<file path="src/sv/ttlrl_pkg.sv">
`timescale 1ns / 1ps
package ttlrl_pkg;

  localparam int LOCK_ENTRIES_DEF = 16;
  localparam int RATE_ENTRIES_DEF = 16;

  localparam int OP_W   = 2;
  localparam int KEY_W  = 64;
  localparam int NOW_W  = 32;
  localparam int DUR_W  = 16;
  localparam int LIM_W  = 16;
  localparam int TIME_W = 33;
  localparam int CNT_W  = 16;

  typedef enum logic [1:0] {
    OP_TRY_LOCK = 2'd0,
    OP_RELEASE  = 2'd1,
    OP_ALLOW    = 2'd2,
    OP_UNUSED   = 2'd3
  } op_t;

  // One classified request as it travels from the front end to the engine.
  typedef struct packed {
    op_t              op;
    logic [KEY_W-1:0] key_id;
    logic [NOW_W-1:0] now_seconds;
    logic [DUR_W-1:0] duration_seconds;
    logic [LIM_W-1:0] request_limit;
    logic             purge;
    logic             use_lock;
    logic             use_rate;
  } req_t;

  typedef struct packed {
    logic granted;
    logic table_full;
  } rsp_t;

endpackage

</file>
<file path="src/sv/ttlrl_front.sv">
`timescale 1ns / 1ps
// Accepts request beats, decodes the operation and keeps a two-deep queue
// of classified requests for the table engine.
module ttlrl_front (
  input  logic                  clk,
  input  logic                  rst_n,
  input  logic                  in_valid,
  output logic                  in_ready,
  input  ttlrl_pkg::req_t       in_req,
  output logic                  q_valid,
  input  logic                  q_ready,
  output ttlrl_pkg::req_t       q_req
);

  ttlrl_pkg::req_t q_mem_r [2];
  logic            wr_ptr_r, wr_ptr_nxt;
  logic            rd_ptr_r, rd_ptr_nxt;
  logic [1:0]      cnt_r, cnt_nxt;
  ttlrl_pkg::req_t cls;
  logic            push, pop;

  always_comb begin
    cls          = in_req;
    cls.purge    = (in_req.op == ttlrl_pkg::OP_TRY_LOCK) ||
                   (in_req.op == ttlrl_pkg::OP_ALLOW);
    cls.use_lock = (in_req.op == ttlrl_pkg::OP_TRY_LOCK) ||
                   (in_req.op == ttlrl_pkg::OP_RELEASE);
    cls.use_rate = (in_req.op == ttlrl_pkg::OP_ALLOW);
  end

  assign in_ready = (cnt_r != 2'd2);
  assign q_valid  = (cnt_r != 2'd0);
  assign q_req    = q_mem_r[rd_ptr_r];
  assign push     = in_valid && in_ready;
  assign pop      = q_valid && q_ready;

  always_comb begin
    wr_ptr_nxt = wr_ptr_r ^ push;
    rd_ptr_nxt = rd_ptr_r ^ pop;
    cnt_nxt    = cnt_r + {1'b0, push} - {1'b0, pop};
  end

  always_ff @(posedge clk) begin
    if (!rst_n) begin
      wr_ptr_r <= 1'b0;
      rd_ptr_r <= 1'b0;
      cnt_r    <= 2'd0;
    end else begin
      wr_ptr_r <= wr_ptr_nxt;
      rd_ptr_r <= rd_ptr_nxt;
      cnt_r    <= cnt_nxt;
    end
  end

  always_ff @(posedge clk) begin
    if (push) begin
      q_mem_r[wr_ptr_r] <= cls;
    end
  end

endmodule

</file>
<file path="src/sv/ttlrl_engine.sv">
`timescale 1ns / 1ps
// Walks both tables one entry per cycle: a purge pass (try-lock, allow),
// then a search pass over the table used (not op 3) and an update state.
module ttlrl_engine #(
  parameter int LOCK_ENTRIES = ttlrl_pkg::LOCK_ENTRIES_DEF,
  parameter int RATE_ENTRIES = ttlrl_pkg::RATE_ENTRIES_DEF
) (
  input  logic            clk,
  input  logic            rst_n,
  input  logic            q_valid,
  output logic            q_ready,
  input  ttlrl_pkg::req_t q_req,
  output logic            rsp_valid,
  input  logic            rsp_ready,
  output ttlrl_pkg::rsp_t rsp
);

  localparam int LW = (LOCK_ENTRIES > 1) ? $clog2(LOCK_ENTRIES) : 1;
  localparam int RW = (RATE_ENTRIES > 1) ? $clog2(RATE_ENTRIES) : 1;
  localparam int MAXN = (LOCK_ENTRIES > RATE_ENTRIES) ? LOCK_ENTRIES : RATE_ENTRIES;
  localparam int IW = $clog2(MAXN + 1);
  localparam int TW = ttlrl_pkg::TIME_W;
  localparam int CW = ttlrl_pkg::CNT_W;

  typedef enum logic [4:0] {
    S_IDLE   = 5'b00001,
    S_PURGE  = 5'b00010,
    S_SEARCH = 5'b00100,
    S_UPDATE = 5'b01000,
    S_RESP   = 5'b10000
  } state_t;

  state_t state_r, state_nxt;

  logic [LOCK_ENTRIES-1:0]       lock_valid_r;
  logic [ttlrl_pkg::KEY_W-1:0]   lock_key_r    [LOCK_ENTRIES];
  logic [TW-1:0]                 lock_expiry_r [LOCK_ENTRIES];
  logic [RATE_ENTRIES-1:0]       rate_valid_r;
  logic [ttlrl_pkg::KEY_W-1:0]   rate_key_r    [RATE_ENTRIES];
  logic [TW-1:0]                 rate_end_r    [RATE_ENTRIES];
  logic [CW-1:0]                 rate_count_r  [RATE_ENTRIES];

  ttlrl_pkg::req_t req_r;
  logic [IW-1:0]   idx_r;
  logic            hit_r, free_r;
  logic [LW-1:0]   lfree_r;
  logic [RW-1:0]   rhit_r, rfree_r;
  ttlrl_pkg::rsp_t rsp_r;

  logic [TW-1:0] now_ext, new_end;
  logic [LW-1:0] li;
  logic [RW-1:0] ri;

  assign now_ext  = {1'b0, req_r.now_seconds};
  assign new_end  = now_ext + {{(TW-ttlrl_pkg::DUR_W){1'b0}}, req_r.duration_seconds};
  assign li       = idx_r[LW-1:0];
  assign ri       = idx_r[RW-1:0];
  assign q_ready  = (state_r == S_IDLE);
  assign rsp_valid = (state_r == S_RESP);
  assign rsp      = rsp_r;

  logic [IW-1:0] last_idx;
  always_comb begin
    if (req_r.use_rate) begin
      last_idx = IW'(RATE_ENTRIES - 1);
    end else begin
      last_idx = IW'(LOCK_ENTRIES - 1);
    end
  end

  always_comb begin
    state_nxt = state_r;
    case (state_r)
      S_IDLE: begin
        if (q_valid) begin
          if (q_req.purge) begin
            state_nxt = S_PURGE;
          end else if (q_req.use_lock) begin
            state_nxt = S_SEARCH;
          end else begin
            state_nxt = S_RESP;
          end
        end
      end
      S_PURGE: begin
        if (idx_r == IW'(MAXN - 1)) begin
          state_nxt = S_SEARCH;
        end
      end
      S_SEARCH: begin
        if (idx_r == last_idx) begin
          state_nxt = S_UPDATE;
        end
      end
      S_UPDATE: state_nxt = S_RESP;
      S_RESP: begin
        if (rsp_ready) begin
          state_nxt = S_IDLE;
        end
      end
      default: state_nxt = S_IDLE;
    endcase
  end

  always_ff @(posedge clk) begin
    if (!rst_n) begin
      state_r      <= S_IDLE;
      lock_valid_r <= '0;
      rate_valid_r <= '0;
      idx_r        <= '0;
    end else begin
      state_r <= state_nxt;
      case (state_r)
        S_IDLE: idx_r <= '0;
        S_PURGE: begin
          if (idx_r < IW'(LOCK_ENTRIES)) begin
            if (lock_valid_r[li] && lock_expiry_r[li] <= now_ext) begin
              lock_valid_r[li] <= 1'b0;
            end
          end
          if (idx_r < IW'(RATE_ENTRIES)) begin
            if (rate_valid_r[ri] && rate_end_r[ri] <= now_ext) begin
              rate_valid_r[ri] <= 1'b0;
            end
          end
          idx_r <= (idx_r == IW'(MAXN - 1)) ? '0 : idx_r + 1'b1;
        end
        S_SEARCH: begin
          // Release clears every matching entry as it walks.
          if (req_r.op == ttlrl_pkg::OP_RELEASE &&
              lock_valid_r[li] && lock_key_r[li] == req_r.key_id) begin
            lock_valid_r[li] <= 1'b0;
          end
          idx_r <= idx_r + 1'b1;
        end
        S_UPDATE: begin
          if (req_r.op == ttlrl_pkg::OP_TRY_LOCK && !hit_r && free_r) begin
            lock_valid_r[lfree_r] <= 1'b1;
          end
          if (req_r.op == ttlrl_pkg::OP_ALLOW && !hit_r && free_r) begin
            rate_valid_r[rfree_r] <= 1'b1;
          end
        end
        default: ;
      endcase
    end
  end

  // Datapath: search flags, table payload and the response register.
  logic [CW-1:0] cur_cnt;
  logic [TW-1:0] cur_end;
  logic          fresh;
  always_comb begin
    if (hit_r) begin
      cur_cnt = rate_count_r[rhit_r];
      cur_end = rate_end_r[rhit_r];
    end else begin
      cur_cnt = '0;
      cur_end = '0;
    end
    fresh = (cur_cnt == '0) || (cur_end <= now_ext);
    if (fresh) begin
      cur_cnt = '0;
    end
  end

  always_ff @(posedge clk) begin
    case (state_r)
      S_IDLE: begin
        req_r  <= q_req;
        hit_r  <= 1'b0;
        free_r <= 1'b0;
        lfree_r <= '0; rhit_r <= '0; rfree_r <= '0;
        rsp_r  <= '0;
      end
      S_SEARCH: begin
        if (req_r.use_rate) begin
          if (rate_valid_r[ri] && rate_key_r[ri] == req_r.key_id && !hit_r) begin
            hit_r <= 1'b1; rhit_r <= ri;
          end
          if (!rate_valid_r[ri] && !free_r) begin
            free_r <= 1'b1; rfree_r <= ri;
          end
        end else begin
          if (lock_valid_r[li] && lock_key_r[li] == req_r.key_id) begin
            hit_r <= 1'b1;
          end
          if (!lock_valid_r[li] && !free_r) begin
            free_r <= 1'b1; lfree_r <= li;
          end
        end
      end
      S_UPDATE: begin
        if (req_r.op == ttlrl_pkg::OP_TRY_LOCK) begin
          if (!hit_r) begin
            if (free_r) begin
              lock_key_r[lfree_r]    <= req_r.key_id;
              lock_expiry_r[lfree_r] <= new_end;
              rsp_r.granted          <= 1'b1;
            end else begin
              rsp_r.table_full <= 1'b1;
            end
          end
        end else if (req_r.op == ttlrl_pkg::OP_ALLOW) begin
          if (!hit_r && !free_r) begin
            rsp_r.table_full <= 1'b1;
          end else begin
            if (!hit_r) begin
              rate_key_r[rfree_r] <= req_r.key_id;
            end
            if (fresh) begin
              rate_end_r[hit_r ? rhit_r : rfree_r] <= new_end;
            end
            if ({1'b0, cur_cnt} >= {1'b0, req_r.request_limit}) begin
              rate_count_r[hit_r ? rhit_r : rfree_r] <= cur_cnt;
            end else begin
              rate_count_r[hit_r ? rhit_r : rfree_r] <= cur_cnt + 1'b1;
              rsp_r.granted <= 1'b1;
            end
          end
        end
      end
      default: ;
    endcase
  end

endmodule

</file>
<file path="src/sv/ttlrl_out.sv">
`timescale 1ns / 1ps
// Output register: holds one result beat so the engine can go back to idle.
module ttlrl_out (
  input  logic            clk,
  input  logic            rst_n,
  input  logic            rsp_valid,
  output logic            rsp_ready,
  input  ttlrl_pkg::rsp_t rsp,
  output logic            out_tvalid,
  input  logic            out_tready,
  output logic [7:0]      out_tdata
);

  logic            valid_r, valid_nxt;
  ttlrl_pkg::rsp_t data_r;

  assign rsp_ready  = !valid_r || out_tready;
  assign out_tvalid = valid_r;
  assign out_tdata  = {6'd0, data_r.table_full, data_r.granted};

  always_comb begin
    valid_nxt = valid_r;
    if (rsp_ready) begin
      valid_nxt = rsp_valid;
    end
  end

  always_ff @(posedge clk) begin
    if (!rst_n) begin
      valid_r <= 1'b0;
    end else begin
      valid_r <= valid_nxt;
    end
  end

  always_ff @(posedge clk) begin
    if (rsp_ready && rsp_valid) begin
      data_r <= rsp;
    end
  end

endmodule

</file>
<file path="src/sv/ttl_lock_and_rate_limit_table.sv">
`timescale 1ns / 1ps
// Channel | Dir | Handshake             | Payload
// in_     | in  | in_tvalid/in_tready   | in_tuser: op; in_tdata: key_id, now_seconds,
//         |     |                       |   duration_seconds, request_limit
// out_    | out | out_tvalid/out_tready | out_tdata: granted, table_full
//
// A try-lock or allow passes through an idle state that takes the beat, a purge
// pass over both tables, a search pass over the table it uses, an update state
// and a response state. A release skips the purge; op 3 goes from idle straight
// to the response. The table engine walks one entry per cycle. Reset is
// synchronous, active low, and clears all valid bits at once. A two-beat queue
// lets input beats land while the engine works, and a stalled result beat waits
// in the output register.
module ttl_lock_and_rate_limit_table #(
  parameter int LOCK_ENTRIES = ttlrl_pkg::LOCK_ENTRIES_DEF,
  parameter int RATE_ENTRIES = ttlrl_pkg::RATE_ENTRIES_DEF
) (
  input  logic          clk,
  input  logic          rst_n,
  input  logic          in_tvalid,
  output logic          in_tready,
  // From bit 0: op[1:0].
  input  logic [1:0]    in_tuser,
  // From bit 0: key_id[63:0], now_seconds[95:64], duration_seconds[111:96],
  // request_limit[127:112].
  input  logic [127:0]  in_tdata,
  output logic          out_tvalid,
  input  logic          out_tready,
  // From bit 0: granted[0], table_full[1], zeros to 7.
  output logic [7:0]    out_tdata
);

  ttlrl_pkg::req_t in_req, q_req;
  ttlrl_pkg::rsp_t rsp;
  logic            q_valid, q_ready, rsp_valid, rsp_ready;

  // Classification fields are filled in by the front end.
  always_comb begin
    in_req                  = '0;
    in_req.op               = ttlrl_pkg::op_t'(in_tuser);
    in_req.key_id           = in_tdata[63:0];
    in_req.now_seconds      = in_tdata[95:64];
    in_req.duration_seconds = in_tdata[111:96];
    in_req.request_limit    = in_tdata[127:112];
  end

  ttlrl_front u_front (
    .clk(clk), .rst_n(rst_n),
    .in_valid(in_tvalid), .in_ready(in_tready), .in_req(in_req),
    .q_valid(q_valid), .q_ready(q_ready), .q_req(q_req)
  );

  ttlrl_engine #(
    .LOCK_ENTRIES(LOCK_ENTRIES), .RATE_ENTRIES(RATE_ENTRIES)
  ) u_engine (
    .clk(clk), .rst_n(rst_n),
    .q_valid(q_valid), .q_ready(q_ready), .q_req(q_req),
    .rsp_valid(rsp_valid), .rsp_ready(rsp_ready), .rsp(rsp)
  );

  ttlrl_out u_out (
    .clk(clk), .rst_n(rst_n),
    .rsp_valid(rsp_valid), .rsp_ready(rsp_ready), .rsp(rsp),
    .out_tvalid(out_tvalid), .out_tready(out_tready), .out_tdata(out_tdata)
  );

endmodule

</file>
<file path="config.mk">
export PLATFORM = sky130hd
export DESIGN_NAME = ttl_lock_and_rate_limit_table
export DESIGN_NICKNAME = d
export VERILOG_FILES = /design/src/sv/ttlrl_pkg.sv /design/src/sv/ttlrl_front.sv /design/src/sv/ttlrl_engine.sv /design/src/sv/ttlrl_out.sv /design/src/sv/ttl_lock_and_rate_limit_table.sv
export SDC_FILE = /design/constraint.sdc
export NUM_CORES = 2
export LEC_CHECK = 0
export BUFFER_PORTS_ARGS = -buffer_cell sky130_fd_sc_hd__buf_2
export CORE_UTILIZATION = 50
export CTS_CLUSTER_DIAMETER = 40
export DETAILED_ROUTE_END_ITERATION = 10
export PLACE_DENSITY = 0.62
export SKIP_CTS_REPAIR_TIMING = 1
export SLEW_MARGIN = 20
export SYNTH_ARGS = -nofsm -noshare
export SYNTH_HDL_FRONTEND = slang
export SYNTH_HIERARCHICAL = 1
export SYNTH_SLANG_ARGS = --single-unit
</file>
<file path="constraint.sdc">
create_clock -name clk -period 10.72 [get_ports clk]
set_input_delay 1.608 -clock clk [delete_from_list [all_inputs] [get_ports clk]]
set_output_delay 1.608 -clock clk [all_outputs]
set_load 0.02 [all_outputs]
</file>
==> metrics.txt <==
# TYPE chip_impl_metric gauge
chip_impl_metric{name="placementRows",unit=""} 204
chip_impl_metric{name="drive_above_1_share",unit=""} 0.314
chip_impl_info{name="worst_hold_path_type",value="flip-flop to flip-flop"} 1
chip_impl_metric{name="final.setup_skew",unit="ns"} 0.0483
chip_impl_metric{name="multi_input_area",unit="um^2"} 39200
chip_impl_metric{name="first_iter_violations",unit=""} 9431
chip_impl_metric{name="tns",unit="ns"} 0
chip_impl_metric{name="gpl.final_weighted_congestion",unit=""} 0.846
chip_impl_metric{name="final.fill_count",unit=""} 22235
chip_impl_info{name="run_status",value="completed"} 1
chip_impl_metric{name="vdd_drop_max",unit="mV"} 0.307
chip_impl_metric{name="finalWorstPathRequiredPeriod",unit="ns"} 9.05
chip_impl_metric{name="syn-mean-instance-area",unit="um^2"} 21.2
chip_impl_info{name="grt_setup_unrepaired",value="no"} 1
chip_impl_metric{name="groute.layer.met3.usage",unit=""} 0.0384
chip_impl_metric{name="max_cap_violations",unit=""} 0
chip_impl_metric{name="hold_depth",unit=""} 0
chip_impl_metric{name="floorplan.initialDensity",unit=""} 0.503
chip_impl_metric{name="routed-via-count",unit=""} 79021
chip_impl_metric{name="cts_made_buffers",unit=""} 522
chip_impl_metric{name="portion_of_the_clock_cycle_consumed_by_the_worst_path_in_the_final_layout",unit=""} 0.844
chip_impl_metric{name="detailed_place_hpwl",unit="um"} 231000
chip_impl_metric{name="drt-total-wl",unit="um"} 414000
chip_impl_metric{name="globalRouteOverflowTotal",unit=""} 0
chip_impl_metric{name="first_pass_grt_wire_length",unit="um"} 589000
chip_impl_metric{name="tightest_slew",unit="ns"} 1.31
chip_impl_info{name="worst_setup_path_end_kind",value="flip-flop"} 1
chip_impl_metric{name="die_h",unit="um"} 560
chip_impl_metric{name="ant_nets",unit=""} 0
chip_impl_metric{name="dieArea",unit="um^2"} 314000
chip_impl_metric{name="globalRouteMet2Util",unit=""} 0.436
chip_impl_metric{name="clock_sinks",unit=""} 3831
chip_impl_metric{name="arrival",unit="ns"} 9.68
chip_impl_metric{name="post_dp_cell_area",unit="um^2"} 162000
chip_impl_metric{name="detailedRoute.firstPassIterationCount",unit=""} 7
chip_impl_metric{name="design_area",unit="um^2"} 180000
chip_impl_info{name="critical_path.startpoint_type",value="flip-flop"} 1
chip_impl_metric{name="crit_path_max_incr_delay",unit="ns"} 0.87
chip_impl_metric{name="worst-path-max-fanout",unit=""} 37
chip_impl_metric{name="max-slew-margin-rel",unit=""} 0.122
chip_impl_metric{name="powerDensity",unit="nW/um^2"} 272
chip_impl_info{name="root_buffer",value="sky130_fd_sc_hd__clkbuf_16"} 1
chip_impl_metric{name="leakage",unit="nW"} 57.6
chip_impl_metric{name="core_area",unit="um^2"} 309000
chip_impl_metric{name="cts_max_path_buffers",unit=""} 4
chip_impl_metric{name="global_route.usage.total",unit=""} 0.263
chip_impl_metric{name="final_core_utilization",unit=""} 0.583
chip_impl_metric{name="drt-vias-per-instance",unit=""} 6.35
chip_impl_metric{name="ctsHtreeMaxLevel",unit=""} 6
chip_impl_metric{name="areaGrowthSynthToFinish",unit="%"} 15.8
chip_impl_info{name="timing.critical_path.slowest_stage_cell",value="sky130_fd_sc_hd__dfxtp_4"} 1
chip_impl_metric{name="timing_max_transition_violations_final",unit=""} 0
chip_impl_metric{name="timing.final.ws_setup",unit="ns"} 1.67
chip_impl_metric{name="finalHoldViolCount",unit=""} 0
chip_impl_metric{name="globalRouteMet1Util",unit=""} 0.364
chip_impl_metric{name="grt_start_max_net_pins",unit=""} 103
chip_impl_info{name="crit_type",value="flip-flop to flip-flop"} 1
chip_impl_metric{name="max_freq",unit="MHz"} 111
chip_impl_info{name="worst_path_most_repeated_cell",value="sky130_fd_sc_hd__a21o_1"} 1
chip_impl_metric{name="synthCells",unit=""} 7334
chip_impl_metric{name="yosys_warnings",unit=""} 6
chip_impl_info{name="grt-busiest-layer",value="met2"} 1
chip_impl_metric{name="clock_latency_at_the_later_pin_of_the_worst_skew_pair",unit="ns"} 1.00
chip_impl_metric{name="drc",unit=""} 0
chip_impl_metric{name="finish.net_count",unit=""} 8170
chip_impl_metric{name="syn_area",unit="um^2"} 156000
chip_impl_metric{name="clk_transition_reported_paths",unit="ns"} 0.06
chip_impl_metric{name="detailedPlace.worstSlack",unit="ns"} 1.80
chip_impl_metric{name="worst_r2r_path_depth",unit=""} 25
chip_impl_metric{name="layout.area.seq",unit="um^2"} 115000
chip_impl_metric{name="regToRegSetupSlack",unit="ns"} 1.67
chip_impl_metric{name="antenna_found_initial",unit=""} 15
chip_impl_metric{name="place.port_buffers",unit=""} 137
chip_impl_metric{name="drt-wirelength-per-cell",unit="um"} 33.2
chip_impl_metric{name="die_boundary_width",unit="um"} 560
chip_impl_metric{name="timing.critical_path.required",unit="ns"} 11.35
chip_impl_metric{name="finalSetupViolations",unit=""} 0
chip_impl_metric{name="first_global_vias",unit=""} 81135
chip_impl_metric{name="ios",unit=""} 144
chip_impl_info{name="tritoncts",value="built"} 1
[sequential cells by signal, indices dropped and copies added (netlist names), 5 cells and up, named ones only]
signal,flops
u_engine/idx_r,5
u_engine/lock_expiry_r,528
u_engine/lock_key_r,1024
u_engine/lock_valid_r,16
u_engine/now_ext,32
u_engine/rate_count_r,256
u_engine/rate_end_r,528
u_engine/rate_key_r,1024
u_engine/rate_valid_r,16
u_engine/req_r,99
u_engine/state_r,5
u_front/q_mem_r,266
[routing by layer]
| metal | wire [um] | share of wire |
|---|---|---|
| met5 | 31 | 0.000075 |
| met4 | 13100 | 0.032 |
| met3 | 31400 | 0.076 |
| met2 | 204000 | 0.49 |
| met1 | 165000 | 0.40 |
[worst paths after layout]
kind | endpoint | from
hold reg to reg | u_out/out_tdata[0] | u_engine/rsp[1]
setup reg to reg | u_engine/rate_count_r[9][15] | flip-flop
hold / removal | u_out/out_tdata[0] | u_engine/rsp[1]
setup / recovery | u_engine/rate_count_r[9][15] | flip-flop
[placed cells by master (no fill, tap or decap), drive strengths merged, types with 35 or more instances in the layout]
cell type	n
buf	410
xnor2	92
clkinv	189
nor3	48
nand2b	36
dfxtp	56
o21ai	66
nor2	159
nand3	52
bufinv	58
ha	137
clkinvlp	50
a21o	49
mux2i	180
nand2	227
o22ai	44
clkbuf	584
a31oi	35
nand4	46
nor2b	36
edfxtp	3775
inv	203
a21oi	78
mux2	182
mux4	1058
and2	46
[power by group]
group	leakage (nW)	internal [W]	switching (W)	total, W
Combinational	14.4	0.00361	0.00731	0.0109
Clock	8.55	0.0107	0.00681	0.0175
Sequential	34.7	0.0202	0.000459	0.0207
Total	57.6	0.0345	0.0146	0.0490
[final cells by class]
| class | count | share of cell area |
|---|---|---|
| Inverter | 138 | 0.00299 |
| Timing Repair Buffer | 410 | 0.0170 |
| Tap cell | 4120 | 0.0286 |
| Multi-Input combinational cell | 2995 | 0.217 |
| Clock buffer | 584 | 0.0749 |
| Sequential cell | 3831 | 0.635 |
| Antenna cell | 3 | 0.0000416 |
| Clock inverter | 362 | 0.0241 |
[through the flow]
stage | cells | power (W) | hold WS (ns)
after floorplan | 7339 | 0.0275 | 0.400
after global placement | 11493 | 0.0315 | 0.404
after detailed placement | 11493 | 0.0318 | 0.422
after CTS | 12439 | 0.0492 | 0.442
after global routing | 12441 | 0.0506 | 0.446
final | 12443 | 0.0490 | 0.444
[worst max-delay path: cells and delay by family, from the launching register on]
kind / cells / cell delay (ns)
DFF: 1 / 0.87
adders and majority gates: 2 / 0.56
and+or+nand+nor: 6 / 1.95
muxes: 2 / 1.04
AOI/OAI and AO/OA: 12 / 3.37
buffers and inverters: 3 / 0.81
No activity file was read; power rests on OpenSTA's default activity.
